<file path="src/hw/rtl/hwtcc_pkg.sv">
// types, constants and register indexes of the hot water tank charge control
// shared by the config registers, the control core and the top level
package hwtcc_pkg;

  localparam int unsigned TempW    = 32;
  localparam int unsigned TimeW    = 32;
  localparam int unsigned CfgAddrW = 3;
  localparam int unsigned CfgDataW = 32;
  localparam int unsigned InDataW  = 168;
  localparam int unsigned OutDataW = 48;

  localparam logic [15:0] OneKelvin = 16'd1000;

  localparam logic [15:0]       HysteresisReset  = 16'd5000;
  localparam logic [TimeW-1:0]  ChargeLimitReset = '0;
  localparam logic [15:0]       InletOffsetReset = 16'd10000;
  localparam logic [TempW-1:0]  InletMaxReset    = 32'd90000;

  typedef enum logic [CfgAddrW-1:0] {
    REG_HYSTERESIS   = 3'd0,
    REG_CHARGE_LIMIT = 3'd1,
    REG_INLET_OFFSET = 3'd2,
    REG_INLET_MAX    = 3'd3,
    REG_ELEC_FAILOVR = 3'd4,
    REG_ONLINE       = 3'd5,
    REG_RECYCLE_EN   = 3'd6
  } cfg_reg_e;

  typedef enum logic [2:0] {
    RUN_OFF       = 3'd0,
    RUN_COMFORT   = 3'd1,
    RUN_ECO       = 3'd2,
    RUN_FROSTFREE = 3'd3,
    RUN_TEST      = 3'd4
  } run_mode_e;

  typedef enum logic [1:0] {
    STATUS_OK       = 2'd0,
    STATUS_OFFLINE  = 2'd1,
    STATUS_BAD_MODE = 2'd2,
    STATUS_FAILSAFE = 2'd3
  } status_e;

  typedef enum logic [1:0] {
    HEATER_KEEP = 2'd0,
    HEATER_ON   = 2'd1,
    HEATER_OFF  = 2'd2
  } heater_cmd_e;

  typedef enum logic [2:0] {
    PUMP_KEEP      = 3'd0,
    PUMP_ON        = 3'd1,
    PUMP_ON_FORCE  = 3'd2,
    PUMP_OFF       = 3'd3,
    PUMP_OFF_FORCE = 3'd4
  } pump_cmd_e;

  typedef struct packed {
    logic [15:0]             hysteresis;
    logic [TimeW-1:0]        charge_limit;
    logic [15:0]             inlet_offset;
    logic signed [TempW-1:0] inlet_max;
    logic                    elec_fallback;
    logic                    online;
    logic                    recycle_enable;
  } cfg_t;

  typedef struct packed {
    logic [TimeW-1:0]        now;
    logic [2:0]              run_mode;
    logic signed [TempW-1:0] set_temp;
    logic signed [TempW-1:0] lower_temp;
    logic                    bottom_valid;
    logic signed [TempW-1:0] upper_temp;
    logic                    top_valid;
    logic signed [TempW-1:0] inlet_temp;
    logic                    inlet_valid;
    logic                    plant_sleeping;
    logic                    force_request;
    logic                    legionella_request;
  } tick_t;

  typedef struct packed {
    status_e                 status;
    logic                    active_out;
    logic                    charging;
    logic                    electric_out;
    logic signed [TempW-1:0] feed_req_temp;
    logic                    feed_req_valid;
    heater_cmd_e             heater_cmd;
    pump_cmd_e               feed_pump_cmd;
    pump_cmd_e               recycle_pump_cmd;
    logic                    actuators_in_use;
    logic                    overtime_out;
  } result_t;

endpackage

</file>
<file path="src/hw/rtl/hwtcc_cfg.sv">
// configuration registers of the hot water tank charge control
// depends on hwtcc_pkg for the register indexes and reset values
module hwtcc_cfg import hwtcc_pkg::*; (
  input  logic                clk_i,
  input  logic                rst_ni,
  input  logic                cfg_we_i,
  input  logic [CfgAddrW-1:0] cfg_addr_i,
  input  logic [CfgDataW-1:0] cfg_wdata_i,
  output cfg_t                cfg_o
);

  cfg_t cfg_q, cfg_d;

  always_comb begin
    cfg_d = cfg_q;
    if (cfg_we_i) begin
      case (cfg_addr_i)
        REG_HYSTERESIS:   cfg_d.hysteresis     = cfg_wdata_i[15:0];
        REG_CHARGE_LIMIT: cfg_d.charge_limit   = cfg_wdata_i[TimeW-1:0];
        REG_INLET_OFFSET: cfg_d.inlet_offset   = cfg_wdata_i[15:0];
        REG_INLET_MAX:    cfg_d.inlet_max      = $signed(cfg_wdata_i[TempW-1:0]);
        REG_ELEC_FAILOVR: cfg_d.elec_fallback  = cfg_wdata_i[0];
        REG_ONLINE:       cfg_d.online         = cfg_wdata_i[0];
        REG_RECYCLE_EN:   cfg_d.recycle_enable = cfg_wdata_i[0];
        default:          cfg_d = cfg_q;
      endcase
    end
  end

  always_ff @(posedge clk_i or negedge rst_ni) begin
    if (!rst_ni) begin
      cfg_q.hysteresis     <= HysteresisReset;
      cfg_q.charge_limit   <= ChargeLimitReset;
      cfg_q.inlet_offset   <= InletOffsetReset;
      cfg_q.inlet_max      <= $signed(InletMaxReset);
      cfg_q.elec_fallback  <= 1'b0;
      cfg_q.online         <= 1'b0;
      cfg_q.recycle_enable <= 1'b0;
    end else begin
      cfg_q <= cfg_d;
    end
  end

  assign cfg_o = cfg_q;

endmodule

</file>
<file path="src/hw/rtl/hwtcc_core.sv">
// control state and per-tick decision logic of the hot water tank charge control
// depends on hwtcc_pkg; state advances only when step_i is high
module hwtcc_core import hwtcc_pkg::*; (
  input  logic    clk_i,
  input  logic    rst_ni,
  input  cfg_t    cfg_i,
  input  tick_t   tick_i,
  input  logic    step_i,
  output result_t result_o
);

  typedef struct packed {
    logic                    active;
    logic                    charge;
    logic                    electric;
    logic                    forced;
    logic                    legionella;
    logic                    overtime;
    logic                    in_use;
    logic                    req_flag;
    logic [TimeW-1:0]        phase_start;
    logic signed [TempW-1:0] req_temp;
  } state_t;

  state_t state_q, state_d;

  logic [TimeW-1:0]        elapsed;
  logic                    limit_on;
  logic                    within_limit;
  logic signed [TempW-1:0] curr;
  logic signed [33:0]      curr_x, target_x, inlet_x, imax_x;
  logic signed [33:0]      trip_thr, feed_w, curr_plus_k;
  logic                    trip;
  logic                    at_target;
  logic signed [TempW-1:0] feed_temp;
  logic                    resting;
  logic                    stop;

  assign elapsed      = tick_i.now - state_q.phase_start;
  assign limit_on     = (cfg_i.charge_limit != '0);
  assign within_limit = (elapsed <= cfg_i.charge_limit);

  assign curr = state_q.charge ?
                (tick_i.top_valid ? tick_i.upper_temp : tick_i.lower_temp) :
                (tick_i.bottom_valid ? tick_i.lower_temp : tick_i.upper_temp);

  assign curr_x      = 34'(curr);
  assign target_x    = 34'(tick_i.set_temp);
  assign inlet_x     = 34'(tick_i.inlet_temp);
  assign imax_x      = 34'(cfg_i.inlet_max);
  assign trip_thr    = target_x - $signed({18'd0,
                       (state_q.forced | tick_i.force_request) ? OneKelvin
                                                               : cfg_i.hysteresis});
  assign feed_w      = target_x + $signed({18'd0, cfg_i.inlet_offset});
  assign curr_plus_k = curr_x + $signed({18'd0, OneKelvin});
  assign trip        = (curr_x < trip_thr);
  assign at_target   = (curr_x >= target_x);
  assign feed_temp   = (feed_w > imax_x) ? cfg_i.inlet_max : feed_w[TempW-1:0];

  always_comb begin
    state_d = state_q;
    state_d.forced     = state_q.forced | tick_i.force_request;
    state_d.legionella = state_q.legionella | tick_i.legionella_request;
    resting = 1'b0;
    stop    = 1'b0;

    result_o.status           = STATUS_OK;
    result_o.heater_cmd       = HEATER_KEEP;
    result_o.feed_pump_cmd    = PUMP_KEEP;
    result_o.recycle_pump_cmd = PUMP_KEEP;

    if (!cfg_i.online) begin
      result_o.status = STATUS_OFFLINE;
    end else begin
      case (tick_i.run_mode)
        RUN_OFF: begin
          if (state_q.active) begin
            state_d.charge      = 1'b0;
            state_d.forced      = 1'b0;
            state_d.overtime    = 1'b0;
            state_d.phase_start = '0;
            state_d.req_flag    = 1'b0;
            state_d.req_temp    = '0;
            state_d.in_use      = 1'b0;
            state_d.active      = 1'b0;
            result_o.feed_pump_cmd    = PUMP_OFF_FORCE;
            result_o.recycle_pump_cmd = PUMP_OFF_FORCE;
            result_o.heater_cmd       = HEATER_OFF;
          end
        end
        RUN_TEST: begin
          state_d.active = 1'b1;
          result_o.feed_pump_cmd    = PUMP_ON_FORCE;
          result_o.recycle_pump_cmd = PUMP_ON_FORCE;
          result_o.heater_cmd       = HEATER_ON;
        end
        RUN_COMFORT, RUN_ECO, RUN_FROSTFREE: begin
          state_d.in_use = (tick_i.run_mode != RUN_FROSTFREE);
          state_d.active = 1'b1;
          if (!tick_i.bottom_valid && !tick_i.top_valid) begin
            result_o.feed_pump_cmd    = PUMP_OFF_FORCE;
            result_o.recycle_pump_cmd = PUMP_OFF_FORCE;
            result_o.heater_cmd       = cfg_i.elec_fallback ? HEATER_ON : HEATER_OFF;
            state_d.electric          = cfg_i.elec_fallback;
            result_o.status           = STATUS_FAILSAFE;
          end else begin
            result_o.recycle_pump_cmd = cfg_i.recycle_enable ? PUMP_ON : PUMP_OFF;
            if (!state_q.charge) begin
              if (!state_q.electric && state_q.overtime) begin
                if (limit_on && within_limit) begin
                  resting = 1'b1;
                end else begin
                  state_d.overtime = 1'b0;
                end
              end
              if (!resting && trip) begin
                if (tick_i.plant_sleeping) begin
                  result_o.heater_cmd = HEATER_ON;
                  state_d.electric    = 1'b1;
                end else begin
                  state_d.electric = 1'b0;
                  state_d.req_temp = feed_temp;
                  state_d.req_flag = 1'b1;
                end
                state_d.charge      = 1'b1;
                state_d.phase_start = tick_i.now;
              end
            end else begin
              if (!state_q.electric && !state_d.legionella && limit_on && !within_limit) begin
                stop = 1'b1;
                state_d.overtime = 1'b1;
              end
              if (at_target) begin
                stop = 1'b1;
              end
              if (stop) begin
                result_o.heater_cmd = HEATER_OFF;
                state_d.req_flag    = 1'b0;
                state_d.req_temp    = '0;
                state_d.forced      = 1'b0;
                state_d.legionella  = 1'b0;
                state_d.charge      = 1'b0;
                state_d.phase_start = tick_i.now;
              end
            end
            if (!resting) begin
              if (state_d.charge && !state_d.electric) begin
                if (tick_i.inlet_valid) begin
                  if (inlet_x < curr_x) begin
                    result_o.feed_pump_cmd = PUMP_OFF_FORCE;
                  end else if (inlet_x >= curr_plus_k) begin
                    result_o.feed_pump_cmd = PUMP_ON;
                  end
                end else begin
                  result_o.feed_pump_cmd = PUMP_ON;
                end
              end else begin
                result_o.feed_pump_cmd = (tick_i.inlet_valid && inlet_x > curr_x) ?
                                         PUMP_OFF : PUMP_OFF_FORCE;
              end
            end
          end
        end
        default: begin
          result_o.status = STATUS_BAD_MODE;
        end
      endcase
    end

    result_o.active_out       = state_d.active;
    result_o.charging         = state_d.charge;
    result_o.electric_out     = state_d.electric;
    result_o.feed_req_temp    = state_d.req_flag ? state_d.req_temp : '0;
    result_o.feed_req_valid   = state_d.req_flag;
    result_o.actuators_in_use = state_d.in_use;
    result_o.overtime_out     = state_d.overtime;
  end

  always_ff @(posedge clk_i or negedge rst_ni) begin
    if (!rst_ni) begin
      state_q <= '0;
    end else if (step_i) begin
      state_q <= state_d;
    end
  end

endmodule

</file>
<file path="src/hw/rtl/hot_water_tank_charge_control.sv">
// Hot water tank charge control, streaming in and out.
//   s_axis: one control tick per request. tuser carries run_mode, tdata the
//   time, target and sensor readings. m_axis: one result per tick, status in
//   tuser and the flags, heat request and relay/pump commands in tdata.
//   cfg_*: plain register write port, registers indexed as hwtcc_pkg lists
//   them, written only while no tick is in flight (the user's duty; no check).
// A tick is accepted into an input register, its decisions are made by
// combinational logic against the control state, and the result lands in an
// output register that drives tvalid on m_axis: one tick per cycle sustained
// while m_axis is ready. The state update of one tick is in place before
// the next tick leaves the input register, so ticks may follow back to back.
// When m_axis stalls, the output register holds its result and the input
// register keeps one further tick; s_axis_tready drops once both are full.
// Reset clears the control state, loads the register reset values (block
// offline) and empties both pipeline registers.
// Depends on hwtcc_pkg, hwtcc_cfg and hwtcc_core.
module hot_water_tank_charge_control import hwtcc_pkg::*; (
  input  logic                clk_i,
  input  logic                rst_ni,
  input  logic                cfg_we_i,
  input  logic [CfgAddrW-1:0] cfg_addr_i,
  input  logic [CfgDataW-1:0] cfg_wdata_i,
  input  logic                s_axis_tvalid,
  output logic                s_axis_tready,
  // now, set_temp, lower_temp, bottom_valid, upper_temp, top_valid,
  // inlet_temp, inlet_valid, plant_sleeping, force_request, legionella_request
  input  logic [InDataW-1:0]  s_axis_tdata,
  // run_mode
  input  logic [2:0]          s_axis_tuser,
  output logic                m_axis_tvalid,
  input  logic                m_axis_tready,
  // active_out, charging, electric_out, feed_req_temp, feed_req_valid,
  // heater_cmd, feed_pump_cmd, recycle_pump_cmd, actuators_in_use, overtime_out
  output logic [OutDataW-1:0] m_axis_tdata,
  // status
  output logic [1:0]          m_axis_tuser
);

  cfg_t    cfg;
  tick_t   tick_in;
  tick_t   tick_q;
  logic    in_valid_q;
  result_t result;
  result_t out_q;
  logic    out_valid_q;
  logic    advance;
  logic    step;

  hwtcc_cfg u_cfg (
    .clk_i       (clk_i),
    .rst_ni      (rst_ni),
    .cfg_we_i    (cfg_we_i),
    .cfg_addr_i  (cfg_addr_i),
    .cfg_wdata_i (cfg_wdata_i),
    .cfg_o       (cfg)
  );

  always_comb begin
    tick_in.now                = s_axis_tdata[31:0];
    tick_in.run_mode           = s_axis_tuser;
    tick_in.set_temp           = $signed(s_axis_tdata[63:32]);
    tick_in.lower_temp         = $signed(s_axis_tdata[95:64]);
    tick_in.bottom_valid       = s_axis_tdata[96];
    tick_in.upper_temp         = $signed(s_axis_tdata[128:97]);
    tick_in.top_valid          = s_axis_tdata[129];
    tick_in.inlet_temp         = $signed(s_axis_tdata[161:130]);
    tick_in.inlet_valid        = s_axis_tdata[162];
    tick_in.plant_sleeping     = s_axis_tdata[163];
    tick_in.force_request      = s_axis_tdata[164];
    tick_in.legionella_request = s_axis_tdata[165];
  end

  assign advance       = !out_valid_q || m_axis_tready;
  assign step          = in_valid_q && advance;
  assign s_axis_tready = !in_valid_q || advance;

  always_ff @(posedge clk_i or negedge rst_ni) begin
    if (!rst_ni) begin
      in_valid_q  <= 1'b0;
      out_valid_q <= 1'b0;
    end else begin
      if (s_axis_tready) begin
        in_valid_q <= s_axis_tvalid;
      end
      if (advance) begin
        out_valid_q <= in_valid_q;
      end
    end
  end

  always_ff @(posedge clk_i) begin
    if (s_axis_tready && s_axis_tvalid) begin
      tick_q <= tick_in;
    end
    if (step) begin
      out_q <= result;
    end
  end

  hwtcc_core u_core (
    .clk_i    (clk_i),
    .rst_ni   (rst_ni),
    .cfg_i    (cfg),
    .tick_i   (tick_q),
    .step_i   (step),
    .result_o (result)
  );

  assign m_axis_tvalid = out_valid_q;
  assign m_axis_tuser  = out_q.status;
  assign m_axis_tdata  = {2'b00,
                          out_q.overtime_out,
                          out_q.actuators_in_use,
                          out_q.recycle_pump_cmd,
                          out_q.feed_pump_cmd,
                          out_q.heater_cmd,
                          out_q.feed_req_valid,
                          out_q.feed_req_temp,
                          out_q.electric_out,
                          out_q.charging,
                          out_q.active_out};

endmodule
</file>
<file path="config.mk">
export PLATFORM = sky130hd
export DESIGN_NAME = hot_water_tank_charge_control
export DESIGN_NICKNAME = d
export VERILOG_FILES = /design/src/hw/rtl/hwtcc_pkg.sv /design/src/hw/rtl/hwtcc_cfg.sv /design/src/hw/rtl/hwtcc_core.sv /design/src/hw/rtl/hot_water_tank_charge_control.sv
export SDC_FILE = /design/constraint.sdc
export NUM_CORES = 1
export LEC_CHECK = 0
export BUFFER_PORTS_ARGS = -buffer_cell sky130_fd_sc_hd__buf_2
export CAP_MARGIN = 20
export CORE_MARGIN = 2
export CORE_UTILIZATION = 45
export DETAILED_ROUTE_END_ITERATION = 10
export PLACE_DENSITY = 0.74
export SYNTH_ARGS = -nofsm -noshare
export SYNTH_HDL_FRONTEND = slang
export SYNTH_SLANG_ARGS = --single-unit
</file>
<file path="constraint.sdc">
create_clock -name clk_i -period 6.5 [get_ports clk_i]
set_input_delay 0.325 -clock clk_i [delete_from_list [all_inputs] [get_ports clk_i]]
set_output_delay 0.325 -clock clk_i [all_outputs]
set_load 0.05 [all_outputs]
</file>
==> results of run 1 <==
## worst paths after layout
path	slack [ns]	endpoint	from
worst max-delay path	0.39	m_axis_tdata[12]	tick_q[102]
worst min-delay path	0.01	u_cfg.cfg_o[69]	cfg_wdata_i[18]
worst max register to register	0.39	m_axis_tdata[12]	tick_q[102]
worst min register to register	0.51	u_core.state_q[42]	u_core.state_q[42]
max in group asynchronous	4.44	u_cfg.cfg_o[6]	rst_ni
min in group asynchronous	0.44	u_core.state_q[53]	rst_ni
## logic make-up after synthesis
family          Yosys count
buf+inv                 248
fa+ha+maj               258
compound gates          550
mux                     122
simple gates            632
xor+xnor                110
other cells               1
flops                   390
## power breakdown
group / switching [W] / internal (W) / leakage (nW) / total (W)
Clock: 0.00105 / 0.00156 / 0.736 / 0.00260
Combinational: 0.00224 / 0.00158 / 7.83 / 0.00382
Sequential: 0.000264 / 0.00303 / 4.26 / 0.00329
## critical path, cell delays in order (launching register included)
cell and delay (ns):
edfxtp_1 0.50, ha_1 0.27, fa_1 0.40, a21o_1 0.23
a31oi_1 0.39, o21a_1 0.23, o21ai_0 0.18, a21oi_4 0.34
nor3_1 0.11, xnor2_1 0.16, ha_1 0.31, nand4_1 0.21
nor4_2 0.50, o211ai_1 0.16, o2111ai_1 0.32, nor2_1 0.14
nor2_2 0.12, buf_4 0.24, mux2i_1 0.33, and4b_1 0.23
a211oi_1 0.25, o21ai_0 0.19
## Yosys cell counts, drive strengths merged (39+ instances only)
| cell | instances |
|---|---|
| nor3 | 54 |
| xnor2 | 94 |
| nand3 | 52 |
| nand2 | 209 |
| o21ai | 183 |
| nor2 | 134 |
| a21o | 39 |
| nand4 | 44 |
| a21oi | 128 |
| dfrtp | 154 |
| edfxtp | 217 |
| inv | 188 |
| mux2 | 80 |
| mux2i | 42 |
| ha | 255 |
## sequential cells by signal, summed over array words and instances, names as in the netlist
| name | cells |
|---|---|
| u_cfg.cfg_o | 99 |
| u_core.state_q | 72 |
| tick_q | 169 |
| m_axis_tuser | 2 |
| m_axis_tvalid | 1 |
| m_axis_tdata | 46 |
| in_valid_q | 1 |
## per-layer routing
| layer | routed length, um | GRT usage (%) | vias up |
|---|---|---|---|
| met5 | 11 | 0 | - |
| met4 | 2334 | 9.417 | 2 |
| met3 | 3685 | 3.513 | 144 |
| met2 | 34300 | 43.13 | 639 |
| met1 | 29700 | 31.79 | 9539 |
| li1 | - | - | 9430 |
## area by class of cell
cell class	count	area share [%]
Clock buffer	56	4.063
Antenna cell	2	0.01684
Sequential cell	390	36.58
Tap cell	688	2.897
Timing Repair Buffer	489	11.84
Clock inverter	25	0.9768
Multi-Input combinational cell	1674	41.20
Inverter	192	2.425
## what timing repair did
| item | CTS | global route |
|---|---|---|
| buffers inserted | 0 | 2 |
| resized for setup | 0 | 11 |
| endpoints found under the setup margin | 0 | 87 |
| hold buffers | 185 | 0 |
| hold endpoints to repair | 273 | 0 |
## per-stage QoR
stage | hold WS [ns] | area [sq um] | setup WS, ns
2_1_floorplan | 0.02941 | 24030 | 0.9039
3_3_place_gp | 0.4782 | 26300 | 0.3402
3_5_place_dp | 0.4909 | 26300 | 0.2441
4_1_cts | 0.004199 | 29650 | 0.1853
5_1_grt | 0.02142 | 29710 | 0.005023
6_report | 0.01280 | 29720 | 0.3949
==> results.md, run 1 <==
* Post-Synth Adder-Cell Area at roughly 14%
* Dpl hpwl at roughly 52000 um
* CP arrival at about 6.4 ns
* Post-route insts no fill at roughly 3500
* Simple-Gate Fraction of Synth Area at between 10% and 20%
* Peak supply drop at ~0.00024 V
* Die area at between 50000 and 60000 sq um
* Critical path class: flop to flop
* TNS Setup at 0 ns
* Synthesis Warnings at 0
* Root buffer cell: clkbuf_16
* Clock skew at about 0.021 ns
* Synth Area in XOR/XNOR at approximately 4.0%
* First-pass GRT wire length at approximately 110000 um
* DRC violation count after routing at 0
* Mapped Area at approximately 24000 sq um
* DRT Pass-1 Iters at 5
* Final WL at approximately 70000 um
* Tcrit/Tclk final at ~94%
* Core ar. at 52660 sq um
* Hold Crit Depth at 3
* Sequential area share after synthesis at between 40% and 50%
* Total track usage at between 20 and 25%
* CTS tree: done
* Syn avg cell area at between 10 and 15 sq um
* Ports at approximately 260
* Most common cell after layout, fill and taps aside: buf_2
* CTS H-tree depth at 2
* Min Tclk post-route at between 6 and 7 ns
* Iteration-0 DRC Markers at 1468
* Num Clock Sinks at 390
* Worst setup SP type: flop
* Synth Flop Type: edfxtp_1
* Nets at 3260
* RSZ-0062 raised after global routing: no
* Clock Latency Late Sink at around 0.60 ns
* Max-slew violation count at 0
* Via-to-Cell Ratio at 5.618
* Buffers on Ports at 258
* Maxcap violations at 0
* Synth top area share at a little over a quarter
* # setup viols final at 0
* Num CTS Buffers at between 40 and 50
* Cell taking the most area after synthesis: edfxtp_1
* Die Ht at about 240 um
* Nature of the critical path endpoint: flop
* Status: complete, no violations
* Largest net degree at the start of global routing at 100
* Pwr per Cell Area at about 330 nW/um^2
* Top post-synthesis cells by area: edfxtp_1, dfrtp_1, ha_1
* Starting Density at 45.63%
* Post-synth EDFFs at 217
* Vias in the first global route at 20120
* Final GP Congestion at between 0.9 and 1
* Crit path max fanout at 12
* Clock Pin Slew Worst Setup and Hold Paths at 0.06 ns
* Wire per inst at approximately 20 um
* Async set or reset register ratio after synthesis at 44.36%
* Post-synthesis compound-gate area fraction at 14.77%
* Power after layout at slightly below 0.01 W
* Routed vias at between 15000 and 20000
* Grt total ovfl at 0
* Area occupied by registers at between 10000 and 15000 sq um
* Final ANT Viol Nets at 0
* Share of layout cells above drive strength 1 at a little under a fifth
* Post-synthesis mux area share at 5.499%
* Die width at 235.1 um
* Final Util at between 50% and 60%
* Std cell rows at 84
* Slew headroom at about a third
* Clock Path Buffers at 3
* Syn Inst Count at about 2300
* Initial antenna violation count at 2
* Fillers at 4331
* R2R depth at 21
* Largest family of logic cells by synthesized area: compound AO/OA/AOI/OAI gates
* Total of flip-flops plus latches after synthesis at 390
* Unique masters post-synth at just over 90
* Min-delay worst type: primary input to flop
* Multi-input gate area at between 10000 and 15000 sq um
* Commonest cells after routing, fill and taps aside: buf_2, ha_1, edfxtp_1
* Max Freq at roughly 160 MHz
* Worst Path Required at a little under 7 ns
* Leak Pwr at ~13 nW
* Hold Vio Cnt, Final at 0
* Area grow syn2layout at 23.67%
* Actual slew at the worst max-slew pin at 1.002 ns
* Placed cells at between 3000 and 4000
No activity file was read; power rests on OpenSTA's default activity.
==> inputs of run 2 (changes only) <==
Settings changed: REMOVE_ABC_BUFFERS from default to 1.
==> run 2 against run 1 <==
  * Global-route usage up 0.28 points
  * Via count is 1.0% higher
  * Clock power increased by 3%
  * Clock skew grew 0.032 ns
==> results.md, run 2 (synthesized netlist as in run 1, its figures left out) <==
* R2R depth at 24 (was 21)
* Grt total ovfl at 0 (unchanged)
* TNS Setup at 0 ns (unchanged)
* Largest net degree at the start of global routing at 66 (was 100)
* FF-to-FF Start: u_core.state_q[33] (was tick_q[102])
* Cell area after layout at 29900 sq um (was 29720 sq um)
* Actual slew at the worst max-slew pin at 1.161 ns (was 1.002 ns)
* Pre-CTS setup slack at 0.4215 ns (was 0.2441 ns)
* Worst R2R End: m_axis_tdata[25] (was m_axis_tdata[12])
* Largest register FFs at 169 (unchanged)
* Total track usage at 25.26% (was 24.99%)
* CTS H-tree depth at 2 (unchanged)
* Final GP Congestion at 0.9185 (was 0.9438)
* Post-DP Area at 26380 sq um (was 26300 sq um)
* Max Freq at 165.8 MHz (was 163.8 MHz)
* PnR worst setup slack at 0.4674 ns (was 0.3949 ns)
* Critical path class: flop to flop (unchanged)
* Worst Path Required at 6.89 ns (was 6.81 ns)
* Worst reg-to-reg setup slack at 0.47 ns (was 0.39 ns)
* Clock skew at 0.05202 ns (was 0.02051 ns)
* Iteration-0 DRC Markers at 1483 (was 1468)
* Routed vias at 19960 (was 19750)
* Multi-input gate area at 12230 sq um (was 12240 sq um)
* Dpl hpwl at 52540 um (was 51940 um)
* Clock Pin Slew Worst Setup and Hold Paths at 0.06 ns (about the same)
* Final ANT Viol Nets at 0 (unchanged)
* Max-slew violation count at 0 (unchanged)
* CP arrival at 6.42 ns (was 6.41 ns)
* Clock Path Buffers at 3 (unchanged)
* Hold Vio Cnt, Final at 0 (unchanged)
* Nets at 3274 (was 3260)
* Leak Pwr at 12.93 nW (was 12.83 nW)
* Slew headroom at 22.02% (was 33.21%)
* DRC violation count after routing at 0 (unchanged)
* First-pass GRT wire length at 110600 um (was 109600 um)
* Worst setup SP type: flop (unchanged)
* Die width at 235.1 um (unchanged)
* Biggest register: tick_q (unchanged)
* Maxcap violations at 0 (unchanged)
* CTS tree: done (unchanged)
* Nature of the critical path endpoint: flop (unchanged)
* Core ar. at 52660 sq um (unchanged)
* Die area at 55260 sq um (unchanged)
* Vias in the first global route at 20350 (was 20120)
* DRT Pass-1 Iters at 6 (was 5)
* Fillers at 4347 (was 4331)
* Final WL at 70970 um (was 70030 um)
* Crit path max fanout at 11 (was 12)
* Commonest cells after routing, fill and taps aside: buf_2, ha_1, edfxtp_1 (unchanged)
* Worst setup path endpoint: m_axis_tdata[25] (was m_axis_tdata[12])
* # setup viols final at 0 (unchanged)
* Peak supply drop at 0.0002120 V (was 0.0002408 V)
* Status: complete, no violations (unchanged)
* Min Tclk post-route at 6.033 ns (was 6.105 ns)
* Starting Density at 45.63% (unchanged)
* Most common cell after layout, fill and taps aside: buf_2 (unchanged)
* Clock Latency Late Sink at 0.63 ns (was 0.60 ns)
* Tcrit/Tclk final at 92.81% (was 93.92%)
* Final Util at 56.79% (was 56.43%)
* Crit. Startpoint: u_core.state_q[33] (was tick_q[102])
* Num CTS Buffers at 45 (was 44)
* Via-to-Cell Ratio at 5.647 (was 5.618)
* Die Ht at 235.1 um (unchanged)
* Ports at 263 (unchanged)
* Pwr per Cell Area at 328.8 nW/um^2 (was 326.9 nW/um^2)
* Area occupied by registers at 10870 sq um (unchanged)
* Wire per inst at 20.08 um (was 19.92 um)
* Initial antenna violation count at 4 (was 2)
* Num Clock Sinks at 390 (unchanged)
* Min-delay worst type: primary input to flop (unchanged)
* Area grow syn2layout at 24.46% (was 23.67%)
* Std cell rows at 84 (unchanged)
* Share of layout cells above drive strength 1 at 18.30% (was 18.26%)
* Root buffer cell: clkbuf_16 (unchanged)
* Buffers on Ports at 258 (unchanged)
run 2: cell types whose count changed in the layout (fill, tap and decap cells not counted), sizes merged:
cell / previous run / this run
buf: 304 / 310
bufinv: 6 / 4
clkbuf: 56 / 63
clkinv: 18 / 17
clkinvlp: 1 / 0
diode: 2 / 4
dlygate4sd3: 185 / 192
run 2: metal layers:
| layer | wire (um) | global-route usage (%) | vias to the layer above |
|---|---|---|---|
| met5 | 0 | 0 | - |
| met4 | 2606 | 10.11 | 0 |
| met3 | 3400 | 3.430 | 160 |
| met2 | 34680 | 43.32 | 639 |
| met1 | 30280 | 32.24 | 9688 |
| li1 | - | - | 9471 |
run 2: per-stage QoR:
stage          cells  power (W)  hold slack, ns
6_report        3534   0.009834         0.02938
3_5_place_dp    3252   0.007005          0.3589
5_1_grt         3533    0.01042         0.02065
3_3_place_gp    3252   0.006859          0.3453
4_1_cts         3528   0.009812        0.002178
2_1_floorplan   2256   0.005835         0.02941
run 2: power by group:
group          internal, W  total, W  switching [W]
clock              0.00156   0.00268        0.00113
combinational      0.00160   0.00386        0.00227
sequential         0.00303   0.00329       0.000260
run 2: critical path, cell delays in order (launching register included):
cell and delay (ns):
dfrtp_1 0.40, inv_1 0.07, ha_1 0.28, nor2b_1 0.19, o31a_1 0.20, nor4_1 0.09, a21bo_2 0.22, o211a_1 0.26
o41a_1 0.49, o21ai_0 0.32, nand2_1 0.08, nand2_1 0.09, xor2_1 0.06, ha_1 0.32, nand4_1 0.15, nor4bb_1 0.41
a21boi_0 0.31, o31ai_1 0.24, a311o_1 0.40, o21ba_2 0.30, buf_4 0.21, buf_4 0.22, o211a_1 0.19, a21oi_1 0.05
o21ai_0 0.24
run 2: cell type report:
class | count | area share [%]
inverter | 192 | 2.410
clock inverter | 21 | 0.9498
antenna | 4 | 0.03347
clock buffer | 63 | 4.272
tap | 688 | 2.879
timing repair buffer | 502 | 12.23
multi-input combinational | 1674 | 40.88
sequential | 390 | 36.35
run 2: what timing repair did:
action | 4_1_cts | 5_1_grt
resized for setup | 0 | 11
endpoints found under the setup margin | 0 | 87
hold buffers | 192 | 0
setup buffers | 0 | 1
hold endpoints to repair | 265 | 0
run 2: worst min path at each step:
| stage | startpoint | endpoint | slack, ns | depth (start not counted) |
|---|---|---|---|---|
| global route | cfg_wdata_i[16] | u_cfg.cfg_o[67] | 0.02 | 3 |
| detailed placement | rst_ni | u_core.state_q[62] | 0.36 | 1 |
| floorplan | rst_ni | in_valid_q | 0.03 | 0 |
| global placement | rst_ni | u_core.state_q[61] | 0.35 | 1 |
| finish | cfg_wdata_i[13] | u_cfg.cfg_o[64] | 0.03 | 3 |
| CTS | cfg_wdata_i[13] | u_cfg.cfg_o[64] | 0.002 | 3 |
==> inputs of run 3 (changes only) <==
Settings changed: CORE_ASPECT_RATIO from default to 1.4, CTS_CLUSTER_SIZE from default to 30.
==> run 3 against run 2 <==
  * Non-clock buffer count down 5
  * Worst setup slack lost 0.023 ns
  * First-iteration DRC count is 22% lower
  * Wire length up 1.6%
  * Final cell count rose by 0.34%
  * Largest cell class unchanged
  * Largest power group unchanged
==> results.md, run 3 (synthesized netlist as in run 1, its figures left out) <==
* Status: complete, no violations (unchanged)
* Grt total ovfl at 0 (unchanged)
* Most common cell after layout, fill and taps aside: buf_2 (unchanged)
* CP arrival at 6.38 ns (was 6.42 ns)
* PnR worst setup slack at 0.4443 ns (was 0.4674 ns)
* Final GP Congestion at 0.9224 (was 0.9185)
* Vias in the first global route at 20500 (was 20350)
* Total track usage at 25.80% (was 25.26%)
* # setup viols final at 0 (unchanged)
* Ports at 263 (unchanged)
* Final Util at 56.22% (was 56.79%)
* Root buffer cell: clkbuf_16 (unchanged)
* Min-delay worst type: primary input to flop (unchanged)
* Final ANT Viol Nets at 0 (unchanged)
* Slew headroom at 39.60% (was 22.02%)
* Power after layout at 0.009645 W (was 0.009834 W)
* Routed vias at 19900 (was 19960)
* Fillers at 4533 (was 4347)
* Largest register FFs at 169 (unchanged)
* Nature of the critical path endpoint: flop (unchanged)
* Die width at 199.3 um (was 235.1 um)
* Worst Path Required at 6.82 ns (was 6.89 ns)
* Peak supply drop at 0.0002508 V (was 0.0002120 V)
* Wire per inst at 20.34 um (was 20.08 um)
* Buffers on Ports at 258 (unchanged)
* Max-slew violation count at 0 (unchanged)
* Max Freq at 165.1 MHz (was 165.8 MHz)
* Hold Vio Cnt, Final at 0 (unchanged)
* Dpl hpwl at 54220 um (was 52540 um)
* Share of layout cells above drive strength 1 at 18.62% (was 18.30%)
* Core ar. at 52930 sq um (was 52660 sq um)
* Critical path class: flop to flop (unchanged)
* Maxcap violations at 0 (unchanged)
* Num CTS Buffers at 42 (was 45)
* Pre-CTS setup slack at 0.3351 ns (was 0.4215 ns)
* Iteration-0 DRC Markers at 1163 (was 1483)
* Largest net degree at the start of global routing at 77 (was 66)
* Final WL at 72130 um (was 70970 um)
* Via-to-Cell Ratio at 5.611 (was 5.647)
* DRT Pass-1 Iters at 5 (was 6)
* CTS tree: done (unchanged)
* Clock Path Buffers at 3 (unchanged)
* Area grow syn2layout at 23.84% (was 24.46%)
* Tcrit/Tclk final at 93.17% (was 92.81%)
* CTS H-tree depth at 2 (unchanged)
* Biggest register: tick_q (unchanged)
* Std cell rows at 100 (was 84)
* Clock Pin Slew Worst Setup and Hold Paths at 0.06 ns (about the same)
* Initial antenna violation count at 7 (was 4)
* Leak Pwr at 12.86 nW (was 12.93 nW)
* TNS Setup at 0 ns (unchanged)
* Pwr per Cell Area at 324.1 nW/um^2 (was 328.8 nW/um^2)
* Die Ht at 277.4 um (was 235.1 um)
* Nets at 3266 (was 3274)
* Actual slew at the worst max-slew pin at 0.9060 ns (was 1.161 ns)
* Starting Density at 45.40% (was 45.63%)
* First-pass GRT wire length at 109500 um (was 110600 um)
* DRC violation count after routing at 0 (unchanged)
* Clock Latency Late Sink at 0.58 ns (was 0.63 ns)
* Crit path max fanout at 9 (was 11)
* Min Tclk post-route at 6.056 ns (was 6.033 ns)
* Clock skew at 0.03021 ns (was 0.05202 ns)
* Die area at 55290 sq um (was 55260 sq um)
* Commonest cells after routing, fill and taps aside: buf_2, ha_1, edfxtp_1 (unchanged)
* Num Clock Sinks at 390 (unchanged)
* Worst setup SP type: flop (unchanged)
==> run 3: worst max-delay path, stage by stage (launching register included) <==
cell and delay, ns:
edfxtp_1 0.46, nor2_2 0.24, and2_1 0.18, ha_1 0.19, fa_1 0.22, nor2b_1 0.05
o21ai_0 0.22, a21boi_0 0.13, o21ai_0 0.24, a21oi_1 0.12, o21ai_1 0.25, a21oi_1 0.18
o21ai_1 0.17, buf_4 0.19, nand4_1 0.13, xnor2_1 0.16, ha_1 0.19, a2111oi_0 0.45
a32o_1 0.29, nand4_1 0.18, o41ai_4 0.25, buf_4 0.21, nor2_2 0.05, buf_4 0.15
nor3_4 0.21, mux2_1 0.34, a22oi_1 0.24, o21ai_1 0.10
==> run 3: what timing repair did <==
| action | in CTS | in global routing |
|---|---|---|
| endpoints found under the hold margin | 244 | 0 |
| setup endpoints to repair | 0 | 88 |
| setup buffers | 0 | 0 |
| hold buffers | 184 | 0 |
| gates resized for setup | 0 | 9 |
==> run 3: final timing paths <==
kind	start	to	slack [ns]	depth (start not counted)
min in group asynchronous	rst_ni	u_core.state_q[40]	0.30	2
max in group asynchronous	rst_ni	u_cfg.cfg_o[15]	4.98	4
max	tick_q[1]	m_axis_tdata[22]	0.44	27
min	cfg_wdata_i[28]	u_cfg.cfg_o[79]	0.03	3
min reg2reg	u_core.state_q[45]	u_core.state_q[45]	0.50	1
max reg2reg	tick_q[1]	m_axis_tdata[22]	0.44	27
==> run 3: cell type report <==
type	instances	area [sq um]	share of cell area [%]
clock inverters	21	217.7	0.7316
flip-flops and latches	390	10870	36.53
inverters	192	720.7	2.422
well taps	714	893.4	3.002
diodes	2	5.005	0.01682
repair buffers	497	3607	12.12
multi-input cells	1674	12240	41.13
clock buffers	56	1205	4.049
==> run 3: metrics by stage <==
step	instance area [sq um]	hold slack, ns	std cells
2_1_floorplan	23770	0.02941	2256
3_3_place_gp	26420	0.3470	3281
3_5_place_dp	26430	0.3532	3282
4_1_cts	29690	0.005481	3543
5_1_grt	29750	0.03433	3545
6_report	29760	0.03140	3546
==> run 3: report_power, final <==
group | leakage (nW) | switching (W) | internal [W] | total (W)
clock network | 0.705 | 0.00104 | 0.00144 | 0.00248
registers | 4.26 | 0.000262 | 0.00303 | 0.00329
logic | 7.89 | 0.00227 | 0.00160 | 0.00388
total | 12.9 | 0.00358 | 0.00607 | 0.00964
==> run 3: routing by layer <==
| layer | part of all wire, % | GRT usage (%) | wire, um |
|---|---|---|---|
| met1 | 38 | 29.39 | 27720 |
| met2 | 51 | 46.54 | 37040 |
| met3 | 5.7 | 4.620 | 4092 |
| met4 | 4.5 | 11.48 | 3214 |
| met5 | 0.096 | 0 | 69 |
